--- src/hdl/lpht_pkg.sv ---
`timescale 1ns / 1ps
// ----------------------------------------------------------------------------
// lpht_pkg
// Shared types and constants for the linear probing hash table unit.
// ----------------------------------------------------------------------------
package lpht_pkg;

  localparam int TABLE_SIZE = 16;

  localparam int MODE_W   = 1;
  localparam int VALUE_W  = 31;
  localparam int STATUS_W = 2;
  localparam int POS_W    = 4;

  localparam logic MODE_INSERT = 1'b0;
  localparam logic MODE_SEARCH = 1'b1;

  typedef enum logic [STATUS_W-1:0] {
    ST_STORED  = 2'd0,
    ST_FULL    = 2'd1,
    ST_FOUND   = 2'd2,
    ST_MISSING = 2'd3
  } status_t;

  // home = (value / KEY_DIVISOR) * KEY_SCALE, by reciprocal multiply
  localparam int KEY_DIVISOR = 1000;
  localparam int KEY_SCALE   = 2;
  localparam int HASH_W      = 19;   // values below the home limit, largest table
  localparam int QUO_W       = 10;
  localparam int RECIP_SH    = 32;
  localparam int RECIP_W     = 23;
  localparam logic [RECIP_W-1:0] RECIP = 23'd4294967;  // floor(2^32 / 1000)

endpackage

--- src/hdl/lpht_if.sv ---
`timescale 1ns / 1ps
// ----------------------------------------------------------------------------
// lpht_if
// Valid/ready channels for requests and results of the hash table unit.
// ----------------------------------------------------------------------------
interface lpht_in_if;
  logic                        valid;
  logic                        ready;
  logic [lpht_pkg::MODE_W-1:0]  mode;
  logic [lpht_pkg::VALUE_W-1:0] value;

  modport source (output valid, output mode, output value, input ready);
  modport sink   (input valid, input mode, input value, output ready);
endinterface

interface lpht_out_if;
  logic                         valid;
  logic                         ready;
  logic [lpht_pkg::STATUS_W-1:0] status;
  logic [lpht_pkg::POS_W-1:0]    position;

  modport source (output valid, output status, output position, input ready);
  modport sink   (input valid, input status, input position, output ready);
endinterface

--- src/hdl/lpht_ram.sv ---
`timescale 1ns / 1ps
// ----------------------------------------------------------------------------
// lpht_ram
// Generic single-write, single-read RAM with registered read data.
// ----------------------------------------------------------------------------
module lpht_ram #(
  parameter int WIDTH = 32,
  parameter int DEPTH = 16,
  localparam int AW   = (DEPTH > 1) ? $clog2(DEPTH) : 1
) (
  input  logic             clk,
  input  logic             we,
  input  logic [AW-1:0]    waddr,
  input  logic [WIDTH-1:0] wdata,
  input  logic             re,
  input  logic [AW-1:0]    raddr,
  output logic [WIDTH-1:0] rdata
);

  logic [WIDTH-1:0] mem [DEPTH];

  always_ff @(posedge clk) begin
    if (we) begin
      mem[waddr] <= wdata;
    end
    if (re) begin
      rdata <= mem[raddr];
    end
  end

endmodule

--- src/hdl/lpht_home.sv ---
`timescale 1ns / 1ps
// ----------------------------------------------------------------------------
// lpht_home
// Home slot unit: registered reciprocal multiply, then remainder correction.
// Result valid in the cycle after en.
// ----------------------------------------------------------------------------
module lpht_home #(
  parameter int TABLE_SIZE = lpht_pkg::TABLE_SIZE,
  localparam int IDX_W     = $clog2(TABLE_SIZE)
) (
  input  logic                         clk,
  input  logic                         en,
  input  logic [lpht_pkg::VALUE_W-1:0] value_i,
  output logic [IDX_W-1:0]             home_o
);

  localparam int PROD_W = lpht_pkg::HASH_W + lpht_pkg::RECIP_W;
  localparam int REM_W  = lpht_pkg::HASH_W + 1;
  localparam int H_W    = lpht_pkg::QUO_W + 1;
  localparam logic [lpht_pkg::VALUE_W-1:0] HOME_LIMIT =
    lpht_pkg::VALUE_W'(lpht_pkg::KEY_DIVISOR * ((TABLE_SIZE + 1) / 2));

  logic [PROD_W-1:0]           prod_r;
  logic [lpht_pkg::HASH_W-1:0] val_r;
  logic                        range_r;

  logic [lpht_pkg::QUO_W-1:0] quo0;
  logic [lpht_pkg::QUO_W-1:0] quo;
  logic [REM_W-1:0]           rem;
  logic [H_W-1:0]             home_full;

  always_ff @(posedge clk) begin
    if (en) begin
      prod_r  <= PROD_W'(value_i[lpht_pkg::HASH_W-1:0]) * PROD_W'(lpht_pkg::RECIP);
      val_r   <= value_i[lpht_pkg::HASH_W-1:0];
      range_r <= (value_i < HOME_LIMIT);
    end
  end

  // quotient estimate is exact or one low
  always_comb begin
    quo0      = prod_r[lpht_pkg::RECIP_SH +: lpht_pkg::QUO_W];
    rem       = REM_W'(val_r) - REM_W'(quo0 * lpht_pkg::KEY_DIVISOR);
    quo       = quo0 + lpht_pkg::QUO_W'(rem >= REM_W'(lpht_pkg::KEY_DIVISOR));
    home_full = H_W'(quo) * H_W'(lpht_pkg::KEY_SCALE);
    home_o    = range_r ? home_full[IDX_W-1:0] : '0;
  end

endmodule

--- src/hdl/linear_probe_hash_table_unit.sv ---
`timescale 1ns / 1ps
// ----------------------------------------------------------------------------
// linear_probe_hash_table_unit
// Open-addressing hash table with linear probing; insert or search per
// request, one result per request.
//
//   channel  | dir | payload              | transfer
//   in_chan  | in  | mode, value          | valid && ready
//   out_chan | out | status, position     | valid && ready
//
// One request at a time: accept, find the home slot, then one slot read per
// cycle from the slot RAM; an insert into a full table goes straight to the
// result. The probe walk makes at most TABLE_SIZE + 1 reads (on search).
// After reset a clearing pass over all TABLE_SIZE slots empties the RAM; no
// request is taken meanwhile. A result waiting in the output register holds
// back only the next result, not the next request.
// ----------------------------------------------------------------------------
module linear_probe_hash_table_unit #(
  parameter int TABLE_SIZE = lpht_pkg::TABLE_SIZE
) (
  input  logic       clk,
  input  logic       rst_n,
  lpht_in_if.sink    in_chan,
  lpht_out_if.source out_chan
);

  localparam int IDX_W  = $clog2(TABLE_SIZE);
  localparam int CNT_W  = $clog2(TABLE_SIZE + 2);
  localparam int ENT_W  = $clog2(TABLE_SIZE + 1);
  localparam int WORD_W = lpht_pkg::VALUE_W + 1;
  localparam int POS_W  = lpht_pkg::POS_W;

  typedef enum logic [5:0] {
    S_CLEAR = 6'b000001,
    S_IDLE  = 6'b000010,
    S_HOME  = 6'b000100,
    S_PROBE = 6'b001000,
    S_DONE  = 6'b010000,
    S_SPARE = 6'b100000
  } state_t;

  state_t                       state_r, state_nxt;
  logic [IDX_W-1:0]             clr_r, clr_nxt;
  logic                         mode_r, mode_nxt;
  logic [lpht_pkg::VALUE_W-1:0] value_r, value_nxt;
  logic [ENT_W-1:0]             count_r, count_nxt;
  logic [IDX_W-1:0]             rd_pos_r, rd_pos_nxt;
  logic [CNT_W-1:0]             rd_cnt_r, rd_cnt_nxt;
  logic                         chk_vld_r, chk_vld_nxt;
  logic [IDX_W-1:0]             chk_pos_r, chk_pos_nxt;
  lpht_pkg::status_t            res_status_r, res_status_nxt;
  logic [POS_W-1:0]             res_pos_r, res_pos_nxt;
  logic                         out_valid_r, out_valid_nxt;
  lpht_pkg::status_t            out_status_r, out_status_nxt;
  logic [POS_W-1:0]             out_pos_r, out_pos_nxt;

  logic                 in_xfer;
  logic                 issue;
  logic                 hit;
  logic                 last;
  logic [CNT_W-1:0]     limit;
  logic [IDX_W-1:0]     home;
  logic [IDX_W+POS_W-1:0] pos_ext;
  logic                 ram_we;
  logic [IDX_W-1:0]     ram_waddr;
  logic [WORD_W-1:0]    ram_wdata;
  logic [WORD_W-1:0]    ram_rdata;

  assign in_chan.ready     = (state_r == S_IDLE);
  assign in_xfer           = in_chan.valid && in_chan.ready;
  assign out_chan.valid    = out_valid_r;
  assign out_chan.status   = out_status_r;
  assign out_chan.position = out_pos_r;

  lpht_home #(
    .TABLE_SIZE (TABLE_SIZE)
  ) u_home (
    .clk     (clk),
    .en      (in_xfer),
    .value_i (in_chan.value),
    .home_o  (home)
  );

  lpht_ram #(
    .WIDTH (WORD_W),
    .DEPTH (TABLE_SIZE)
  ) u_slots (
    .clk   (clk),
    .we    (ram_we),
    .waddr (ram_waddr),
    .wdata (ram_wdata),
    .re    (issue),
    .raddr (rd_pos_r),
    .rdata (ram_rdata)
  );

  always_comb begin
    limit   = (mode_r == lpht_pkg::MODE_SEARCH) ? CNT_W'(TABLE_SIZE + 1)
                                                : CNT_W'(TABLE_SIZE);
    issue   = (state_r == S_PROBE) && (rd_cnt_r != limit);
    pos_ext = {{POS_W{1'b0}}, chk_pos_r};
    if (mode_r == lpht_pkg::MODE_SEARCH) begin
      hit = chk_vld_r && ram_rdata[WORD_W-1] &&
            (ram_rdata[lpht_pkg::VALUE_W-1:0] == value_r);
    end else begin
      hit = chk_vld_r && !ram_rdata[WORD_W-1];
    end
    last = chk_vld_r && (rd_cnt_r == limit);
  end

  always_comb begin
    state_nxt      = state_r;
    clr_nxt        = clr_r;
    mode_nxt       = mode_r;
    value_nxt      = value_r;
    count_nxt      = count_r;
    rd_pos_nxt     = rd_pos_r;
    rd_cnt_nxt     = rd_cnt_r;
    chk_vld_nxt    = 1'b0;
    chk_pos_nxt    = rd_pos_r;
    res_status_nxt = res_status_r;
    res_pos_nxt    = res_pos_r;
    out_valid_nxt  = out_valid_r && !out_chan.ready;
    out_status_nxt = out_status_r;
    out_pos_nxt    = out_pos_r;
    ram_we         = 1'b0;
    ram_waddr      = clr_r;
    ram_wdata      = '0;

    unique case (state_r)
      S_CLEAR: begin
        ram_we  = 1'b1;
        clr_nxt = clr_r + IDX_W'(1);
        if (clr_r == IDX_W'(TABLE_SIZE - 1)) begin
          state_nxt = S_IDLE;
        end
      end
      S_IDLE: begin
        if (in_xfer) begin
          mode_nxt  = in_chan.mode;
          value_nxt = in_chan.value;
          if ((in_chan.mode == lpht_pkg::MODE_INSERT) &&
              (count_r == ENT_W'(TABLE_SIZE))) begin
            res_status_nxt = lpht_pkg::ST_FULL;
            res_pos_nxt    = '0;
            state_nxt      = S_DONE;
          end else begin
            state_nxt = S_HOME;
          end
        end
      end
      S_HOME: begin
        rd_pos_nxt = home;
        rd_cnt_nxt = '0;
        state_nxt  = S_PROBE;
      end
      S_PROBE: begin
        if (issue) begin
          rd_pos_nxt  = (rd_pos_r == IDX_W'(TABLE_SIZE - 1)) ? '0
                                                              : rd_pos_r + IDX_W'(1);
          rd_cnt_nxt  = rd_cnt_r + CNT_W'(1);
          chk_vld_nxt = 1'b1;
        end
        if (hit) begin
          chk_vld_nxt = 1'b0;
          res_pos_nxt = pos_ext[POS_W-1:0];
          state_nxt   = S_DONE;
          if (mode_r == lpht_pkg::MODE_INSERT) begin
            ram_we         = 1'b1;
            ram_waddr      = chk_pos_r;
            ram_wdata      = {1'b1, value_r};
            count_nxt      = count_r + ENT_W'(1);
            res_status_nxt = lpht_pkg::ST_STORED;
          end else begin
            res_status_nxt = lpht_pkg::ST_FOUND;
          end
        end else if (last) begin
          res_pos_nxt    = '0;
          res_status_nxt = (mode_r == lpht_pkg::MODE_SEARCH) ? lpht_pkg::ST_MISSING
                                                             : lpht_pkg::ST_FULL;
          state_nxt      = S_DONE;
        end
      end
      S_DONE: begin
        if (!out_valid_r || out_chan.ready) begin
          out_valid_nxt  = 1'b1;
          out_status_nxt = res_status_r;
          out_pos_nxt    = res_pos_r;
          state_nxt      = S_IDLE;
        end
      end
      default: begin
        state_nxt = S_IDLE;
      end
    endcase
  end

  always_ff @(posedge clk) begin
    if (!rst_n) begin
      state_r     <= S_CLEAR;
      clr_r       <= '0;
      count_r     <= '0;
      chk_vld_r   <= 1'b0;
      out_valid_r <= 1'b0;
    end else begin
      state_r     <= state_nxt;
      clr_r       <= clr_nxt;
      count_r     <= count_nxt;
      chk_vld_r   <= chk_vld_nxt;
      out_valid_r <= out_valid_nxt;
    end
  end

  always_ff @(posedge clk) begin
    mode_r       <= mode_nxt;
    value_r      <= value_nxt;
    rd_pos_r     <= rd_pos_nxt;
    rd_cnt_r     <= rd_cnt_nxt;
    chk_pos_r    <= chk_pos_nxt;
    res_status_r <= res_status_nxt;
    res_pos_r    <= res_pos_nxt;
    out_status_r <= out_status_nxt;
    out_pos_r    <= out_pos_nxt;
  end

endmodule
--- src/flat_wrapper.sv ---
// flat-port wrapper written by rule: the top's interface ports become plain ports
module linear_probe_hash_table_unit_flat 
#(
  parameter int TABLE_SIZE = lpht_pkg::TABLE_SIZE
)
  (clk, rst_n, in_chan_valid, in_chan_mode, in_chan_value, in_chan_ready, out_chan_valid, out_chan_status, out_chan_position, out_chan_ready);
  lpht_in_if in_chan_i ();
  lpht_out_if out_chan_i ();
  input  logic clk;
  input  logic rst_n;
  input wire logic [$bits(in_chan_i.valid)-1:0] in_chan_valid;
  input wire logic [$bits(in_chan_i.mode)-1:0] in_chan_mode;
  input wire logic [$bits(in_chan_i.value)-1:0] in_chan_value;
  output wire logic [$bits(in_chan_i.ready)-1:0] in_chan_ready;
  output wire logic [$bits(out_chan_i.valid)-1:0] out_chan_valid;
  output wire logic [$bits(out_chan_i.status)-1:0] out_chan_status;
  output wire logic [$bits(out_chan_i.position)-1:0] out_chan_position;
  input wire logic [$bits(out_chan_i.ready)-1:0] out_chan_ready;
  assign in_chan_i.valid = in_chan_valid;
  assign in_chan_i.mode = in_chan_mode;
  assign in_chan_i.value = in_chan_value;
  assign in_chan_ready = in_chan_i.ready;
  assign out_chan_valid = out_chan_i.valid;
  assign out_chan_status = out_chan_i.status;
  assign out_chan_position = out_chan_i.position;
  assign out_chan_i.ready = out_chan_ready;
  linear_probe_hash_table_unit #(.TABLE_SIZE(TABLE_SIZE)) u_core (.clk(clk), .rst_n(rst_n), .in_chan(in_chan_i), .out_chan(out_chan_i));
endmodule
--- config.mk ---
export PLATFORM = sky130hd
export DESIGN_NAME = linear_probe_hash_table_unit_flat
export DESIGN_NICKNAME = d
export VERILOG_FILES = /design/src/hdl/lpht_pkg.sv /design/src/hdl/lpht_if.sv /design/src/hdl/lpht_ram.sv /design/src/hdl/lpht_home.sv /design/src/hdl/linear_probe_hash_table_unit.sv /design/src/flat_wrapper.sv
export SDC_FILE = /design/constraint.sdc
export NUM_CORES = 1
export LEC_CHECK = 0
export BUFFER_PORTS_ARGS = -buffer_cell sky130_fd_sc_hd__buf_2
export CORE_ASPECT_RATIO = 2
export CORE_UTILIZATION = 34
export CTS_BUF_LIST = sky130_fd_sc_hd__clkbuf_4 sky130_fd_sc_hd__clkbuf_8 sky130_fd_sc_hd__clkbuf_16
export CTS_CLUSTER_SIZE = 30
export DETAILED_ROUTE_END_ITERATION = 10
export GPL_TIMING_DRIVEN = 0
export PLACE_DENSITY = 0.55
export SLEW_MARGIN = 20
export SYNTH_ARGS = -nofsm -noshare
export SYNTH_HDL_FRONTEND = slang
export SYNTH_SLANG_ARGS = --single-unit
export TNS_END_PERCENT = 10
--- constraint.sdc ---
create_clock -name clk -period 8.6 [get_ports clk]
set_input_delay 0.86 -clock clk [delete_from_list [all_inputs] [get_ports clk]]
set_output_delay 0.86 -clock clk [all_outputs]
set_load 0.005 [all_outputs]
==> impl_metrics.csv <==
group,metric,value,unit
synth,synth-compound-area-share,2.84,%
finish,drive_gt1_share,18.3,%
flow_run,cap_violations,0,
worst_setup_path,cp_max_fo,7,
route,drc_errors,8,
cts,clock_sinks,628,
place,io_buffers,43,
synth,yosys_most_used_dff,"edfxtp_1",
cts,postCtsSetupBuffers,0,
global_routing,grtUsageTotal,18.1,%
finish,postLayoutCellArea,37000,um^2
worst_setup_path,required,8.92,ns
timing,finalMaxSlewViolations,0,
die,ioPinCount,44,
status,violations,"DRC",
worst_setup_path,crit_path_top_delay_cell,"edfxtp_1",
timing,timing.final.crit_share,86.5,%
synth,yosysWarnings,0,
synth,synth_xor_area_share,1.98,%
route,first_pass_iters,8,
die,die_area,96100,um^2
global_routing,grt_pass1_wl,124000,um
worst_setup_path,critPathKind,"flop to flop",
worst_setup_path,start_kind,"flop",
cts,cts-htree-levels,2,
hold_path,holdCritPathClass,"flop to flop",
timing,worst_slew_pin_slew,1.13,ns
finish,syn_to_final_growth,14.8,%
timing,fin_tns_setup,0,ns
route,vias,17100,
place,placed_cell_area,35200,um^2
cts,cts_root_buf,"clkbuf_16",
synth,syn_area,32200,um^2
synth,synth.distinct_cells,61,
route,drtAntennaViolNets,0,
synth,synth_cells,1947,
synth,synth.largest_area_cell,"edfxtp_1",
synth,synth_edf_count,608,
synth,synth_top_family_by_area,"adder cells",
worst_setup_path,cpPeakStageDelay,0.56,ns
synth,synthMuxAreaShare,11.2,%
hold_path,hold_depth,0,
worst_setup_path,critical_path_arrival,7.77,ns
timing,setup_viol,0,
synth,synthSimpleGateAreaFrac,3.70,%
status,outcome,"finished with violations",
global_routing,grt_max_degree,32,
finish,n_fill_cell,8565,
timing,final.setup_skew,0.0222,ns
cts,cts_tree,"yes",
cts,clkTransAtPathRegs,0.07,ns
timing,slew_headroom,24.8,%
cts,post_cts_resized,0,
global_routing,grt_pass1_vias,18800,
power,p_leak,13.5,nW
cts,clock_path_buffers,3,
worst_setup_path,end_kind,"flop",
synth,post_synth.cell_area_avg,16.6,um^2
route,dr.first_iter.drc_count,1281,
global_routing,grt_antenna_before_repair,2,
worst_setup_path,reg2reg_depth,28,
synth,synthArstFlopShare,0,%
synth,synth_fa_ha_area_share,18.4,%
synth,yosysSeqAreaShare,57.9,%
timing,grt_setup_unrepaired,"no",
place,dp_hpwl,64200,um
power,power_density,220,nW/um^2
timing,fmaxAchievable,134,MHz
global_routing,grt.overflow.total,0,
synth,ys_ff_latch,628,
finish,nets,2512,
cts,clkLatencyLatePin,0.60,ns
synth,netlist_top_cells_area,"edfxtp_1 (57%), mux4_2 (11%), ha_1 (9.4%), fa_1 (8.9%), inv_1 (3.4%)",
place,gp_congestion,0.832,
die,die_h,438,um
die,initial_core_util,34.3,%
die,core,93900,um^2
timing,final-hold-violation-count,0,
synth,synth.net_count,2370,
timing,period_needed,7.44,ns
power,peakVddDrop,0.000150,V
cts,hold_buffers,0,
die,die-width,220,um
route,wl,84700,um
die,fp-row-count,159,
route,wl_per_cell,25.4,um
synth,yosys.area.top_type_share,56.6,%
route,post_drt_via_cell_ratio,5.11,
cts,numCtsBuffers,52,
cell usage after synthesis, types with 3 or more instances:
master     instances
o32ai_1            4
or2_2              3
dfxtp_1           20
a21oi_1           30
a2111oi_0          3
nand2_1           40
a21boi_0           5
inv_1            292
a31oi_1            5
o2111ai_1          5
nand4_1           17
edfxtp_1         608
nand3b_1           6
nor3_1            10
nand2b_1           9
xnor2_1           55
o22ai_1           13
or3_1              3
o21a_1             4
nor2_1            39
a21o_1            15
o21ai_0           24
nor4_1            10
buf_1              6
ha_1             243
a211oi_1           6
xor2_1            18
fa_1             144
buf_2             11
nor2b_1            9
mux4_2           160
and2_1            44
nand3_1           22
clkbuf_1          29
path summary, 6_finish.rpt:
check             slack (ns)                    end                     start
setup / recovery        1.16  u_core.chk_pos_nxt[3]  u_core.u_home.prod_r[34]
hold / removal          0.37    u_core.chk_pos_r[3]     u_core.chk_pos_nxt[3]
setup reg to reg        1.16  u_core.chk_pos_nxt[3]  u_core.u_home.prod_r[34]
hold reg to reg         0.37    u_core.chk_pos_r[3]     u_core.chk_pos_nxt[3]
state kept, by name, summed over array words and instances (netlist names), 5 cells and up:
| signal | count |
|---|---|
| u_core.state_r | 5 |
| u_core.u_home.val_r | 17 |
| u_core.value_r | 13 |
| u_core.u_home.prod_r | 11 |
| u_core.rd_cnt_r | 5 |
| u_core.count_r | 5 |
| u_core.u_slots.rdata | 32 |
| u_core.u_slots.mem | 512 |
metrics by stage:
| stage | instances | hold WS [ns] | utilization (%) | setup slack, ns | total power (W) |
|---|---|---|---|---|---|
| finish | 3339 | 0.370 | 39.4 | 1.16 | 0.00813 |
| global route | 3339 | 0.376 | 39.4 | 0.710 | 0.00856 |
| CTS | 3338 | 0.370 | 39.4 | 1.09 | 0.00823 |
| detailed placement | 3242 | 0.352 | 37.5 | 1.12 | 0.00573 |
| global placement | 3197 | 0.351 | 36.2 | 0.544 | 0.00562 |
| floorplan | 1947 | 0.346 | - | 2.17 | 0.00502 |
layer usage:
layer	wire [um]	vias to the layer above	GRT usage, %	part of all wire, %
met2	51300	364	37.2	61
met4	3060	0	6.59	3.6
li1	-	7523	-	-
met1	27900	9031	18.2	33
met5	0	-	0	0
met3	2350	134	1.33	2.8
kinds of logic (layout without fill, tap and decap cells):
group           after synthesis  count (layout)
simple gates                223             223
xor+xnor                     73              73
mux                         162             162
other cells                   0               1
compound gates              134             134
buf+inv                     340             524
fa+ha+maj                   387             387
flops                       628             628
layout by cell type, fill, tap and decap left out, types with 39 or more instances in the layout:
| master | n |
|---|---|
| buf_2 | 57 |
| xnor2_1 | 55 |
| nor2_1 | 39 |
| ha_1 | 243 |
| mux4_2 | 160 |
| inv_1 | 291 |
| and2_1 | 44 |
| clkbuf_16 | 53 |
| nand2_1 | 40 |
| fa_1 | 144 |
| edfxtp_1 | 608 |
layout make-up:
type	count	area (um^2)	share of cell area, %
inverter	292	1100	2.97
timing repair buffer	88	1210	3.28
tap	1207	1510	4.08
buffer	48	205	0.554
sequential	628	18700	50.4
multi-input combinational	979	12600	33.9
clock buffer	65	1440	3.88
clock inverter	31	328	0.886
antenna	1	2.50	0.00676
worst max-delay path: cells and delay by family, from the launching register on:
kind,cells,cell delay (ns)
AO/OA/AOI/OAI,7,1.25
XOR/XNOR,1,0.15
adder cells (fa/ha/maj),8,3.07
buffers and inverters,5,0.52
flip-flops,1,0.56
AND/OR/NAND/NOR,7,1.60
power by group:
group / switching, W / leakage, nW / total (W) / internal (W)
logic: 0.00122 / 7.07 / 0.00213 / 0.000912
registers: 0.0000366 / 5.58 / 0.00351 / 0.00347
clock network: 0.00111 / 0.879 / 0.00248 / 0.00137
total: 0.00237 / 13.5 / 0.00813 / 0.00576
Note: power is estimated with default switching activity, not from simulation.
